## src/hw/rtl/ecd_pkg.sv

```systemverilog
// Shared widths and pipeline control types for the epoch-to-civil-date converter.
package ecd_pkg;

  // Field widths of the timestamp and of the civil date and time.
  localparam int SECS_W   = 41;
  localparam int YEAR_W   = 17;
  localparam int MONTH_W  = 4;
  localparam int DAY_W    = 5;
  localparam int HOUR_W   = 5;
  localparam int MINUTE_W = 6;
  localparam int SECOND_W = 6;

  // Number of register stages between the input and the output transfer.
  localparam int NUM_STAGES = 12;

  // Per-stage load enables and valid flags handed from the control to the datapath.
  typedef struct packed {
    logic [NUM_STAGES-1:0] load;
    logic [NUM_STAGES-1:0] valid;
  } pipe_ctrl_t;

endpackage

```

## src/hw/rtl/ecd_if.sv

```systemverilog
// Valid/ready channel interfaces for timestamps in and civil date and time out.
interface ecd_in_if;
  logic                               valid;
  logic                               ready;
  logic signed [ecd_pkg::SECS_W-1:0]  epoch_seconds;

  modport source (output valid, output epoch_seconds, input ready);
  modport sink (input valid, input epoch_seconds, output ready);
endinterface

interface ecd_out_if;
  logic                               valid;
  logic                               ready;
  logic signed [ecd_pkg::YEAR_W-1:0]  year;
  logic [ecd_pkg::MONTH_W-1:0]        month;
  logic [ecd_pkg::DAY_W-1:0]          day;
  logic [ecd_pkg::HOUR_W-1:0]         hour;
  logic [ecd_pkg::MINUTE_W-1:0]       minute;
  logic [ecd_pkg::SECOND_W-1:0]       second;

  modport source (output valid, output year, output month, output day, output hour,
                  output minute, output second, input ready);
  modport sink (input valid, input year, input month, input day, input hour,
                input minute, input second, output ready);
endinterface

```

## src/hw/rtl/ecd_pipe_ctrl.sv

```systemverilog
// Valid tracking and per-stage load enables for the conversion pipeline.
module ecd_pipe_ctrl (
  input  logic               clk,
  input  logic               rst,
  input  logic               upstream_valid,
  input  logic               downstream_ready,
  output ecd_pkg::pipe_ctrl_t ctrl
);
  import ecd_pkg::*;

  logic [NUM_STAGES-1:0] valid;
  logic [NUM_STAGES-1:0] valid_next;
  logic [NUM_STAGES-1:0] load;

  // A stage loads when it is empty or when its content moves on, so bubbles close up.
  always_comb begin
    load[NUM_STAGES-1] = !valid[NUM_STAGES-1] || downstream_ready;
    for (int i = NUM_STAGES - 2; i >= 0; i--) begin
      load[i] = !valid[i] || load[i+1];
    end
  end

  // Loading stages take the flag of their predecessor; the others hold.
  assign valid_next = (load & {valid[NUM_STAGES-2:0], upstream_valid}) | (~load & valid);

  always_ff @(posedge clk) begin
    if (rst) begin
      valid <= '0;
    end else begin
      valid <= valid_next;
    end
  end

  assign ctrl = '{load: load, valid: valid};

endmodule

```

## src/hw/rtl/epoch_seconds_to_civil_datetime.sv

```systemverilog
// Top level: signed epoch seconds to proleptic Gregorian date and UTC time of day.
//
// A timestamp arrives on the stamp channel (valid/ready, epoch_seconds, 41-bit signed)
// and one result leaves on the civil channel (year, month, day, hour, minute, second).
// The conversion is a twelve-stage pipeline that takes one transfer per clock cycle
// while civil is not stalled. The input is registered at the transfer edge, and the
// result is held in the last stage until its output transfer. In the stage chain, the
// day split by 86400 (reciprocal multiply plus one correction step), the 400-year era
// split, the year-of-era division and the month lookup by multiplication each take
// their own register stages.
// Every stage holds while its successor is full and blocked; empty stages keep filling,
// so a stall on civil fills the pipeline first and only then drops stamp.ready.
// Nothing is lost or repeated across a stall, and the payload on civil holds still.
// Reset (rst, synchronous) empties the pipeline; the data registers are not cleared.
// The block keeps no state between items.
module epoch_seconds_to_civil_datetime (
  input logic       clk,
  input logic       rst,
  ecd_in_if.sink    stamp,
  ecd_out_if.source civil
);
  import ecd_pkg::*;

  // Bias that makes the seconds count nonnegative; a whole number of days.
  localparam logic [41:0] SecsBias   = 42'd1099511712000;
  // 86400 is 128 times 675: the low seven bits pass by the division.
  localparam logic [25:0] DayRecip   = 26'((64'd1 << 35) / 64'd675);
  localparam logic [9:0]  DayOdd     = 10'd675;
  // Day bias: undoes the seconds bias, adds the March shift and 83 whole eras.
  localparam logic [24:0] DayBias    = 25'd119689;
  localparam logic [25:0] EraRecip   = 26'(((64'd1 << 43) + 64'd146096) / 64'd146097);
  localparam logic [17:0] DaysPerEra = 18'd146097;
  localparam logic [17:0] EraLastDay = 18'd146096;
  localparam logic [17:0] HourRecip  = 18'(((64'd1 << 29) + 64'd3599) / 64'd3600);
  localparam logic [17:0] MinRecip   = 18'(((64'd1 << 23) + 64'd59) / 64'd60);
  localparam logic [18:0] Recip1460  = 19'(((64'd1 << 29) + 64'd1459) / 64'd1460);
  localparam logic [18:0] Recip36524 = 19'(((64'd1 << 34) + 64'd36523) / 64'd36524);
  localparam logic [18:0] Recip365   = 19'(((64'd1 << 27) + 64'd364) / 64'd365);
  localparam logic [9:0]  Recip100   = 10'(((64'd1 << 16) + 64'd99) / 64'd100);
  localparam logic [11:0] Recip153   = 12'(((64'd1 << 19) + 64'd152) / 64'd153);
  localparam logic [11:0] Recip5     = 12'(((64'd1 << 14) + 64'd4) / 64'd5);
  localparam logic [17:0] YearBias   = 18'd33200;
  localparam logic [3:0]  FirstJanMp = 4'd10;

  typedef struct packed {
    logic [HOUR_W-1:0]   hour;
    logic [MINUTE_W-1:0] minute;
    logic [SECOND_W-1:0] second;
  } tod_t;

  pipe_ctrl_t ctrl;

  ecd_pipe_ctrl u_ctrl (
    .clk              (clk),
    .rst              (rst),
    .upstream_valid   (stamp.valid),
    .downstream_ready (civil.ready),
    .ctrl             (ctrl)
  );

  assign stamp.ready = ctrl.load[0];
  assign civil.valid = ctrl.valid[NUM_STAGES-1];

  // Stage 0: sign-extend and bias the seconds count.
  logic [41:0] s0_u;

  always_ff @(posedge clk) begin
    if (ctrl.load[0]) begin
      s0_u <= {stamp.epoch_seconds[SECS_W-1], stamp.epoch_seconds} + SecsBias;
    end
  end

  // Stage 1: quotient estimate by 675, at most one low.
  logic [60:0] day_prod;
  logic [34:0] s1_v;
  logic [6:0]  s1_lo;
  logic [25:0] s1_qe;

  assign day_prod = 61'(s0_u[41:7]) * 61'(DayRecip);

  always_ff @(posedge clk) begin
    if (ctrl.load[1]) begin
      s1_v  <= s0_u[41:7];
      s1_lo <= s0_u[6:0];
      s1_qe <= day_prod[60:35];
    end
  end

  // Stage 2: remainder of the estimate, below twice 675.
  logic [34:0] day_back;
  logic [34:0] day_rem0;
  logic [25:0] s2_qe;
  logic [6:0]  s2_lo;
  logic [10:0] s2_r0;

  assign day_back = 35'(s1_qe) * 35'(DayOdd);
  assign day_rem0 = s1_v - day_back;

  always_ff @(posedge clk) begin
    if (ctrl.load[2]) begin
      s2_qe <= s1_qe;
      s2_lo <= s1_lo;
      s2_r0 <= day_rem0[10:0];
    end
  end

  // Stage 3: correct the quotient, form the shifted day number and seconds of day.
  logic        day_carry;
  logic [10:0] day_rem;
  logic [24:0] s3_z;
  logic [16:0] s3_rem;

  assign day_carry = (s2_r0 >= 11'(DayOdd));
  assign day_rem   = s2_r0 - (day_carry ? 11'(DayOdd) : 11'd0);

  always_ff @(posedge clk) begin
    if (ctrl.load[3]) begin
      s3_z   <= 25'(s2_qe) + 25'(day_carry) + DayBias;
      s3_rem <= {day_rem[9:0], s2_lo};
    end
  end

  // Stage 4: era index, hours and total minutes.
  logic [50:0] era_prod;
  logic [34:0] hour_prod;
  logic [34:0] min_prod;
  logic [24:0] s4_z;
  logic [16:0] s4_rem;
  logic [7:0]  s4_era;
  logic [4:0]  s4_hour;
  logic [10:0] s4_mins;

  assign era_prod  = 51'(s3_z) * 51'(EraRecip);
  assign hour_prod = 35'(s3_rem) * 35'(HourRecip);
  assign min_prod  = 35'(s3_rem) * 35'(MinRecip);

  always_ff @(posedge clk) begin
    if (ctrl.load[4]) begin
      s4_z    <= s3_z;
      s4_rem  <= s3_rem;
      s4_era  <= era_prod[50:43];
      s4_hour <= hour_prod[33:29];
      s4_mins <= min_prod[33:23];
    end
  end

  // Stage 5: day of era, and minute and second by back-multiplication.
  logic [24:0] era_back;
  logic [24:0] doe_full;
  logic [16:0] mins_back;
  logic [16:0] sec_full;
  logic [10:0] hour_back;
  logic [10:0] min_full;
  logic [17:0] s5_doe;
  logic [7:0]  s5_era;
  tod_t        s5_tod;

  assign era_back  = 25'(s4_era) * 25'(DaysPerEra);
  assign doe_full  = s4_z - era_back;
  assign mins_back = 17'(s4_mins) * 17'd60;
  assign sec_full  = s4_rem - mins_back;
  assign hour_back = 11'(s4_hour) * 11'd60;
  assign min_full  = s4_mins - hour_back;

  always_ff @(posedge clk) begin
    if (ctrl.load[5]) begin
      s5_doe <= doe_full[17:0];
      s5_era <= s4_era;
      s5_tod <= '{hour: s4_hour, minute: min_full[5:0], second: sec_full[5:0]};
    end
  end

  // Stage 6: leap corrections of the day of era.
  logic [36:0] q1460_prod;
  logic [36:0] q36524_prod;
  logic [17:0] s6_doe;
  logic [7:0]  s6_era;
  logic [6:0]  s6_a;
  logic [2:0]  s6_b;
  logic        s6_c;
  tod_t        s6_tod;

  assign q1460_prod  = 37'(s5_doe) * 37'(Recip1460);
  assign q36524_prod = 37'(s5_doe) * 37'(Recip36524);

  always_ff @(posedge clk) begin
    if (ctrl.load[6]) begin
      s6_doe <= s5_doe;
      s6_era <= s5_era;
      s6_a   <= q1460_prod[35:29];
      s6_b   <= q36524_prod[36:34];
      s6_c   <= (s5_doe == EraLastDay);
      s6_tod <= s5_tod;
    end
  end

  // Stage 7: day count with the leap days taken out.
  logic [17:0] s7_t;
  logic [17:0] s7_doe;
  logic [7:0]  s7_era;
  tod_t        s7_tod;

  always_ff @(posedge clk) begin
    if (ctrl.load[7]) begin
      s7_t   <= s6_doe - 18'(s6_a) + 18'(s6_b) - 18'(s6_c);
      s7_doe <= s6_doe;
      s7_era <= s6_era;
      s7_tod <= s6_tod;
    end
  end

  // Stage 8: year of era.
  logic [36:0] yoe_prod;
  logic [8:0]  s8_yoe;
  logic [17:0] s8_doe;
  logic [7:0]  s8_era;
  tod_t        s8_tod;

  assign yoe_prod = 37'(s7_t) * 37'(Recip365);

  always_ff @(posedge clk) begin
    if (ctrl.load[8]) begin
      s8_yoe <= yoe_prod[35:27];
      s8_doe <= s7_doe;
      s8_era <= s7_era;
      s8_tod <= s7_tod;
    end
  end

  // Stage 9: day of the March-based year and the March-based calendar year.
  logic [18:0] cent_prod;
  logic [17:0] year_days;
  logic [17:0] doy_full;
  logic [17:0] year_base;
  logic [8:0]  s9_doy;
  logic [16:0] s9_year;
  tod_t        s9_tod;

  assign cent_prod = 19'(s8_yoe) * 19'(Recip100);
  assign year_days = 18'(s8_yoe) * 18'd365 + 18'(s8_yoe[8:2]) - 18'(cent_prod[17:16]);
  assign doy_full  = s8_doe - year_days;
  assign year_base = 18'(s8_yoe) + 18'(s8_era) * 18'd400 - YearBias;

  always_ff @(posedge clk) begin
    if (ctrl.load[9]) begin
      s9_doy  <= doy_full[8:0];
      s9_year <= year_base[16:0];
      s9_tod  <= s8_tod;
    end
  end

  // Stage 10: month index counted from March.
  logic [10:0] mp_num;
  logic [22:0] mp_prod;
  logic [3:0]  s10_mp;
  logic [8:0]  s10_doy;
  logic [16:0] s10_year;
  tod_t        s10_tod;

  assign mp_num  = 11'(s9_doy) * 11'd5 + 11'd2;
  assign mp_prod = 23'(mp_num) * 23'(Recip153);

  always_ff @(posedge clk) begin
    if (ctrl.load[10]) begin
      s10_mp   <= mp_prod[22:19];
      s10_doy  <= s9_doy;
      s10_year <= s9_year;
      s10_tod  <= s9_tod;
    end
  end

  // Stage 11: day of month, January-based month and the year bump for January and
  // February, into the output register.
  logic [10:0] md_num;
  logic [22:0] md_prod;
  logic [8:0]  day_full;
  logic        jan_feb;

  assign md_num   = 11'(s10_mp) * 11'd153 + 11'd2;
  assign md_prod  = 23'(md_num) * 23'(Recip5);
  assign day_full = s10_doy - md_prod[22:14] + 9'd1;
  assign jan_feb  = (s10_mp >= FirstJanMp);

  always_ff @(posedge clk) begin
    if (ctrl.load[11]) begin
      civil.year   <= $signed(s10_year + 17'(jan_feb));
      civil.month  <= jan_feb ? (s10_mp - 4'd9) : (s10_mp + 4'd3);
      civil.day    <= day_full[4:0];
      civil.hour   <= s10_tod.hour;
      civil.minute <= s10_tod.minute;
      civil.second <= s10_tod.second;
    end
  end

endmodule

```

## src/flat_wrapper.sv

```systemverilog
// flat-port wrapper written by rule: the top's interface ports become plain ports
module epoch_seconds_to_civil_datetime_flat import ecd_pkg::*;
  (clk, rst, stamp_valid, stamp_epoch_seconds, stamp_ready, civil_valid, civil_year, civil_month, civil_day, civil_hour, civil_minute, civil_second, civil_ready);
  ecd_in_if stamp_i ();
  ecd_out_if civil_i ();
  input logic clk;
  input logic rst;
  input wire logic [$bits(stamp_i.valid)-1:0] stamp_valid;
  input wire logic [$bits(stamp_i.epoch_seconds)-1:0] stamp_epoch_seconds;
  output wire logic [$bits(stamp_i.ready)-1:0] stamp_ready;
  output wire logic [$bits(civil_i.valid)-1:0] civil_valid;
  output wire logic [$bits(civil_i.year)-1:0] civil_year;
  output wire logic [$bits(civil_i.month)-1:0] civil_month;
  output wire logic [$bits(civil_i.day)-1:0] civil_day;
  output wire logic [$bits(civil_i.hour)-1:0] civil_hour;
  output wire logic [$bits(civil_i.minute)-1:0] civil_minute;
  output wire logic [$bits(civil_i.second)-1:0] civil_second;
  input wire logic [$bits(civil_i.ready)-1:0] civil_ready;
  assign stamp_i.valid = stamp_valid;
  assign stamp_i.epoch_seconds = stamp_epoch_seconds;
  assign stamp_ready = stamp_i.ready;
  assign civil_valid = civil_i.valid;
  assign civil_year = civil_i.year;
  assign civil_month = civil_i.month;
  assign civil_day = civil_i.day;
  assign civil_hour = civil_i.hour;
  assign civil_minute = civil_i.minute;
  assign civil_second = civil_i.second;
  assign civil_i.ready = civil_ready;
  epoch_seconds_to_civil_datetime u_core (.clk(clk), .rst(rst), .stamp(stamp_i), .civil(civil_i));
endmodule
```

## config.mk

```make
export PLATFORM = sky130hd
export DESIGN_NAME = epoch_seconds_to_civil_datetime_flat
export DESIGN_NICKNAME = d
export VERILOG_FILES = /design/src/hw/rtl/ecd_pkg.sv /design/src/hw/rtl/ecd_if.sv /design/src/hw/rtl/ecd_pipe_ctrl.sv /design/src/hw/rtl/epoch_seconds_to_civil_datetime.sv /design/src/flat_wrapper.sv
export SDC_FILE = /design/constraint.sdc
export NUM_CORES = 2
export LEC_CHECK = 0
export BUFFER_PORTS_ARGS = -buffer_cell sky130_fd_sc_hd__buf_2
export CORE_MARGIN = 1.5
export CORE_UTILIZATION = 50
export CTS_BUF_LIST = sky130_fd_sc_hd__clkbuf_16
export DETAILED_ROUTE_END_ITERATION = 16
export GPL_TIMING_DRIVEN = 0
export MAX_ROUTING_LAYER = met4
export PLACE_DENSITY = 0.66
export SYNTH_ARGS = -nofsm -noshare
export SYNTH_HDL_FRONTEND = slang
export SYNTH_HIERARCHICAL = 1
export SYNTH_SLANG_ARGS = --single-unit
```

## constraint.sdc

```tcl
create_clock -name clk -period 9.08 [get_ports clk]
set_input_delay 0.454 -clock clk [delete_from_list [all_inputs] [get_ports clk]]
set_output_delay 0.454 -clock clk [all_outputs]
set_load 0.05 [all_outputs]
```

# Word-level counts from Yosys, hierarchy flattened
# Index checks and enable logic that the tools add are counted.
totals:
  elab_cells: 131
  reg_bits: 552
  output_inout_bits: 45
  inputBits: 45
classes:
  bitwise_logic: 4
  magnitude_cmp: 2
  multipliers: 18
  n_addsub: 23
  n_mux: 2
  n_eq_ne: 1
  n_reduce_logical: 24
ops:
  columns: ["op", "n"]
  rows:
  - ["multiplier 17 x 18 -> 34 bit (second input constant)", 2]
  - ["multiplier 18 x 16 -> 33 bit (second input constant)", 2]
  - ["multiplier 35 x 24 -> 59 bit (second input constant)", 1]
  - ["multiplier 25 x 24 -> 49 bit (second input constant)", 1]
  - ["adder 42 x 41 -> 42 bit (second input constant)", 1]
  - ["multiplier 18 x 19 -> 37 bit (second input constant)", 1]
  - ["multiplier 26 x 10 -> 11 bit (second input constant)", 1]
  - ["adder 25 x 1 -> 25 bit", 1]
  - ["adder 25 x 17 -> 25 bit (second input constant)", 1]
  - ["bitwise AND 12 bit", 2]
  - ["multiplier 11 x 12 -> 23 bit (second input constant)", 1]
  - ["adder 11 x 2 -> 11 bit (second input constant)", 2]
  - ["multiplier 11 x 12 -> 19 bit (second input constant)", 1]
  - ["adder 18 x 3 -> 18 bit", 1]
  - ["equality test 18 bit (second input constant)", 1]
  - ["multiplier 8 x 18 -> 18 bit (second input constant)", 1]
  - ["subtractor 18 x 1 -> 18 bit", 1]
  - ["subtractor 18 bit", 1]
  - ["subtractor 18 x 7 -> 18 bit", 1]
  - ["adder 17 x 1 -> 17 bit", 1]
  - ["adder 9 x 17 -> 17 bit", 1]
  - ["subtractor 17 x 16 -> 17 bit (second input constant)", 1]
  - ["multiplier 9 x 6 -> 14 bit (second input constant)", 1]
  - ["multiplier 8 x 5 -> 13 bit (second input constant)", 1]
  - ["other kinds (23)", 46]

# Logic depth before layout (Yosys ltp)
logic_depth:
  ltp_word: 16
  mapped_depth: 36
  depth_no_buf: 36

# Modules after synthesis
# Netlist, hierarchy kept.
modules_own_cells:
  columns: ["mod", "seq_area_each_um2", "area_per_inst_um2", "cells_each", "n_inst"]
  rows:
  - ["epoch_seconds_to_civil_datetime", 16035.4, 72047.8, 6137, 1]
  - ["ecd_pipe_ctrl", 240.2, 518.0, 59, 1]

# Worst setup path before layout
# Ideal clock, no wire load.
synth_timing:
  path_type: "register to register"
  from: "reg u_core.s10_mp[1]"
  to: "reg u_core.civil.day[4], data pin"
  arrival_time_ns: 6.729
  setup_time_ns: 0.260
  slack_ns: 2.092
  path_buffers: 0
  synth_period_minus_slack_ns: 6.988
  required_ns: 8.820
  path_stages_with_launch: 31
  cell_sequence: "edfxtp_1 inv_1 ha_1 ha_1 nand3_1 nor2_1 o21ai_0 nand2b_1 a31oi_1 nor2b_1 o21ai_0 xor2_1 inv_1 xnor2_1 fa_1 fa_1 fa_1 fa_1 inv_1 ha_1 and3_1 a21oi_1 o21ai_1 o41ai_2 o21bai_1 xnor2_1 ha_1 ha_1 a21oi_1 xnor2_1 xnor2_1"
synth_via:
  elab_chain_len: 5
synth_lines:
  columns: ["element", "line", "source"]
  rows:
  - ["start: declaration", "epoch_seconds_to_civil_datetime.sv:255", "logic [3:0] s10_mp;"]
  - ["start signal: assignment", "epoch_seconds_to_civil_datetime.sv:265", "s10_mp <= mp_prod[22:19];"]
  - ["multiplier 4 x 8 -> 11 bit", "epoch_seconds_to_civil_datetime.sv:279", "assign md_num = 11'(s10_mp) * 11'd153 + 11'd2;"]
  - ["adder 11 x 2 -> 11 bit", "epoch_seconds_to_civil_datetime.sv:279", null]
  - ["multiplier 11 x 12 -> 19 bit", "epoch_seconds_to_civil_datetime.sv:280", "assign md_prod = 23'(md_num) * 23'(Recip5);"]
  - ["subtractor 5 bit", "epoch_seconds_to_civil_datetime.sv:281", "assign day_full = s10_doy - md_prod[22:14] + 9'd1;"]
  - ["adder 5 x 1 -> 5 bit", "epoch_seconds_to_civil_datetime.sv:281", null]
  - ["named net u_core.day_full[4]", "epoch_seconds_to_civil_datetime.sv:276", "logic [8:0] day_full;"]
  - ["end signal: assignment", "epoch_seconds_to_civil_datetime.sv:288", "civil.day <= day_full[4:0];"]
  - ["end: declaration", "ecd_if.sv:21", "modport source (output valid, output year, output month, output day, output hour,"]
# The timed path passes the listed nets, and every way through them passes these cells.
# A chain may end at the register's enable or synchronous reset.

# Worst setup path after layout
layout_timing:
  from: "reg u_core.s10_mp[0]"
  to: "reg u_core.civil.day[4], data pin"
# The elaborated chain is that of the path after synthesis.

==> results.tsv <==
metric	value	unit
Critical Path Most Common Cell	ha_1	
Mapped Area	72600	um2
Req. time, crit path	9600	ps
count of pins over their slew limit	0	
total wire length	141	mm
first-pass GRT wire length	233	mm
Slew @ Worst Pin	1260	ps
max frequency	129	MHz
total gr overflow	0	
Avg Inst Size Synth	11.7	um2
final cell count without fillers	8323	
Yosys warning count	6	
Resized cells post-CTS	0	
antenna viol nets, final	0	
Final Cycle Share	85.5	%
Synth async-reset ratio	0	%
crit path time final	7770	ps
RR Endpoint	u_core/civil.day[4]$_DFFE_PP_	
CTS Buffer Depth	3	
WS Path Type	reg2reg	
status	finished with violations	
Num CTS Buffers	61	
Mapped Nets	8962	
FF-to-FF Start	u_core/s10_mp[0]$_DFFE_PP_	
fraction of layout cells with a size suffix above 1	3.72	%
largest net degree at the start of global routing	47	
RSZ-0062 raised after global routing	false	
vias in the first global route	45700	
setup slack after layout	1310	ps
Mapped Cells	6196	
DRC	6	
port bufs	89	
pre-CTS setup slack	1230	ps
Die ar.	147000	um2
top post-synthesis cells by area	fa_1 (29%), ha_1 (29%), edfxtp_1 (22%), inv_1 (8.9%), xnor2_1 (2.8%)	
failing checks	DRC	
vias	42100	
critical path's slowest cell	fa_1	
CTS tree	done	
DRT Pass-1 Iters	13	
Die X	384	um
hold_ws	49.0	ps
Arrival @ worst endpoint	8280	ps
Setup TNS	0	ps
hold crit path type	in2reg	
worst skew pair latency	710	ps
register area share after synthesis	22.4	%
clock sinks	546	
post-DP HPWL	121	mm
EDFF count, synth	534	
htree depth	2	
P&R area growth vs syn	7.37	%
vias per inst	5.06	
Reg clk slew, reported paths	70	ps
synth unique cells	76	
Synth area leader	fa_1	
CP Capture Type	flip-flop	
Critical Path End	u_core/civil.day[4]$_DFFE_PP_	
Die H	384	um
headroom to the max-slew limit	16.2	%
# IOs	90	
WL/cell	16.9	um
Core ar.	144000	um2
Yosys reg bits	546	
Row Count	139	
initial core utilization	50.5	%
reg-to-reg setup timing slack	1310	ps
initial antenna violation count	4	
Worst Path Max Fanout	6	
top cell type's share of synthesized area	29.0	%
All-Layer GR Usage	20.7	%
Worst Setup SP	u_core/s10_mp[0]$_DFFE_PP_	
DR iter-0 viols	1646	
final RePlAce weighted congestion	0.920	
top_reg_cell synth	edfxtp_1	
# placed instances	8199	
CTS Root Buffer Type	clkbuf_16	
NumNets Final	9133	
Setup Viol. Count Final	0	
Startpoint Class	flip-flop	
slowest stage delay, CP	550	ps
clk_skew	56.5	ps
Max Cap Viol	0	
final hold violation count	0	
reg2reg path depth	30	
metal layers:
| layer | wire, um | share of wire, % | global-route usage (%) |
|---|---|---|---|
| met5 | 0 | 0 | - |
| met1 | 61600 | 44 | 26.0 |
| met4 | 3930 | 2.8 | 5.31 |
| met3 | 5360 | 3.8 | 2.56 |
| met2 | 69800 | 50 | 35.2 |
worst max-delay path: cells and delay by family (launching register included):
kind,cells,cell delay [ps]
flip-flops,1,540
buffers and inverters,3,250
AND/OR/NAND/NOR,4,520
AO/OA/AOI/OAI,9,1500
XOR/XNOR,4,800
adder cells (fa/ha/maj),10,3960
how the worst min path moves through the flow:
stage                                             from                             end  depth (start not counted)
after floorplan           u_core/s10_tod[12]$_DFFE_PP_  u_core/civil.hour[0]$_DFFE_PP_                          0
after global placement     u_core/s5_tod[15]$_DFFE_PP_     u_core/s6_tod[15]$_DFFE_PP_                          0
after detailed placement   u_core/s9_tod[14]$_DFFE_PP_    u_core/s10_tod[14]$_DFFE_PP_                          0
after CTS                       stamp_epoch_seconds[3]        u_core/s0_u[3]$_DFFE_PP_                          1
after global routing            stamp_epoch_seconds[3]        u_core/s0_u[3]$_DFFE_PP_                          1
final                           stamp_epoch_seconds[3]        u_core/s0_u[3]$_DFFE_PP_                          1
layout by cell type, fill, tap and decap left out, types with 77 or more instances in the layout:
cell type and n:
inv_1 1722, ha_1 1671, fa_1 1050, edfxtp_1 534, xnor2_1 230, a21oi_1 147
nor2_1 114, nand2_1 97, buf_2 89, xor2_1 77
cell usage after synthesis, types with 3 or more instances:
library cell and n:
nor4_1 7, or3_1 10, or2_2 9, a21oi_2 3
xor2_1 77, nand2_1 102, nor2b_1 29, a211o_1 6
nand2b_1 22, a211oi_1 18, a41oi_1 3, o21a_1 29
o2111ai_1 5, nor2_1 114, and4_1 4, nand3_1 51
o21bai_1 27, fa_1 1050, inv_1 1713, a21o_1 63
o31ai_1 5, a41o_1 6, o21ai_1 7, buf_6 3
a31oi_1 16, and2_1 4, o211ai_1 10, a21boi_1 3
o21ai_0 73, o31a_1 3, xnor2_1 230, and3_1 30
dfxtp_1 12, nand4_1 26, edfxtp_1 534, nor3_1 26
ha_1 1671, a21oi_1 147, a221o_1 3
registers in the layout, indices dropped and copies added (netlist names), 18 cells and up, named ones only:
register / flops
u_core/s5_doe: 18
u_core/s6_doe: 18
u_core/s4_z: 18
u_core/s0_u: 42
u_core/s1_qe: 25
u_core/s2_qe: 25
u_core/s7_t: 18
u_core/s3_z: 25
logic make-up after synthesis:
logic type | after synthesis | share of synthesized area [%]
AO/OA/AOI/OAI | 461 | 4.17
XOR/XNOR | 307 | 3.71
adder cells (fa/ha/maj) | 2721 | 57.8
buffers and inverters | 1719 | 8.93
flip-flops | 546 | 22.4
AND/OR/NAND/NOR | 442 | 2.99
per-stage QoR:
stage	cell area, um2	util [%]
2_1_floorplan	72600	-
3_3_place_gp	75400	52.4
3_5_place_dp	75700	52.6
4_1_cts	77900	54.2
5_1_grt	77900	54.2
6_report	77900	54.2
cell type report:
cell class,instances,area [um2]
multi-input combinational,3931,49800
fill,12300,65900
sequential,546,16300
buffer,6,48.8
inverter,1713,6430
clock buffer,61,1530
clock inverter,53,643
antenna,2,5.00
tap,1903,2380
timing repair buffer,108,761
repair_timing:
action	CTS	global route
buffers inserted	0	0
hold endpoints to repair	9	0
hold buffers	8	0
Power is left out: the tool's default activity adds up to more than one toggle a clock period on the data nets, which glitch-free logic cannot reach.
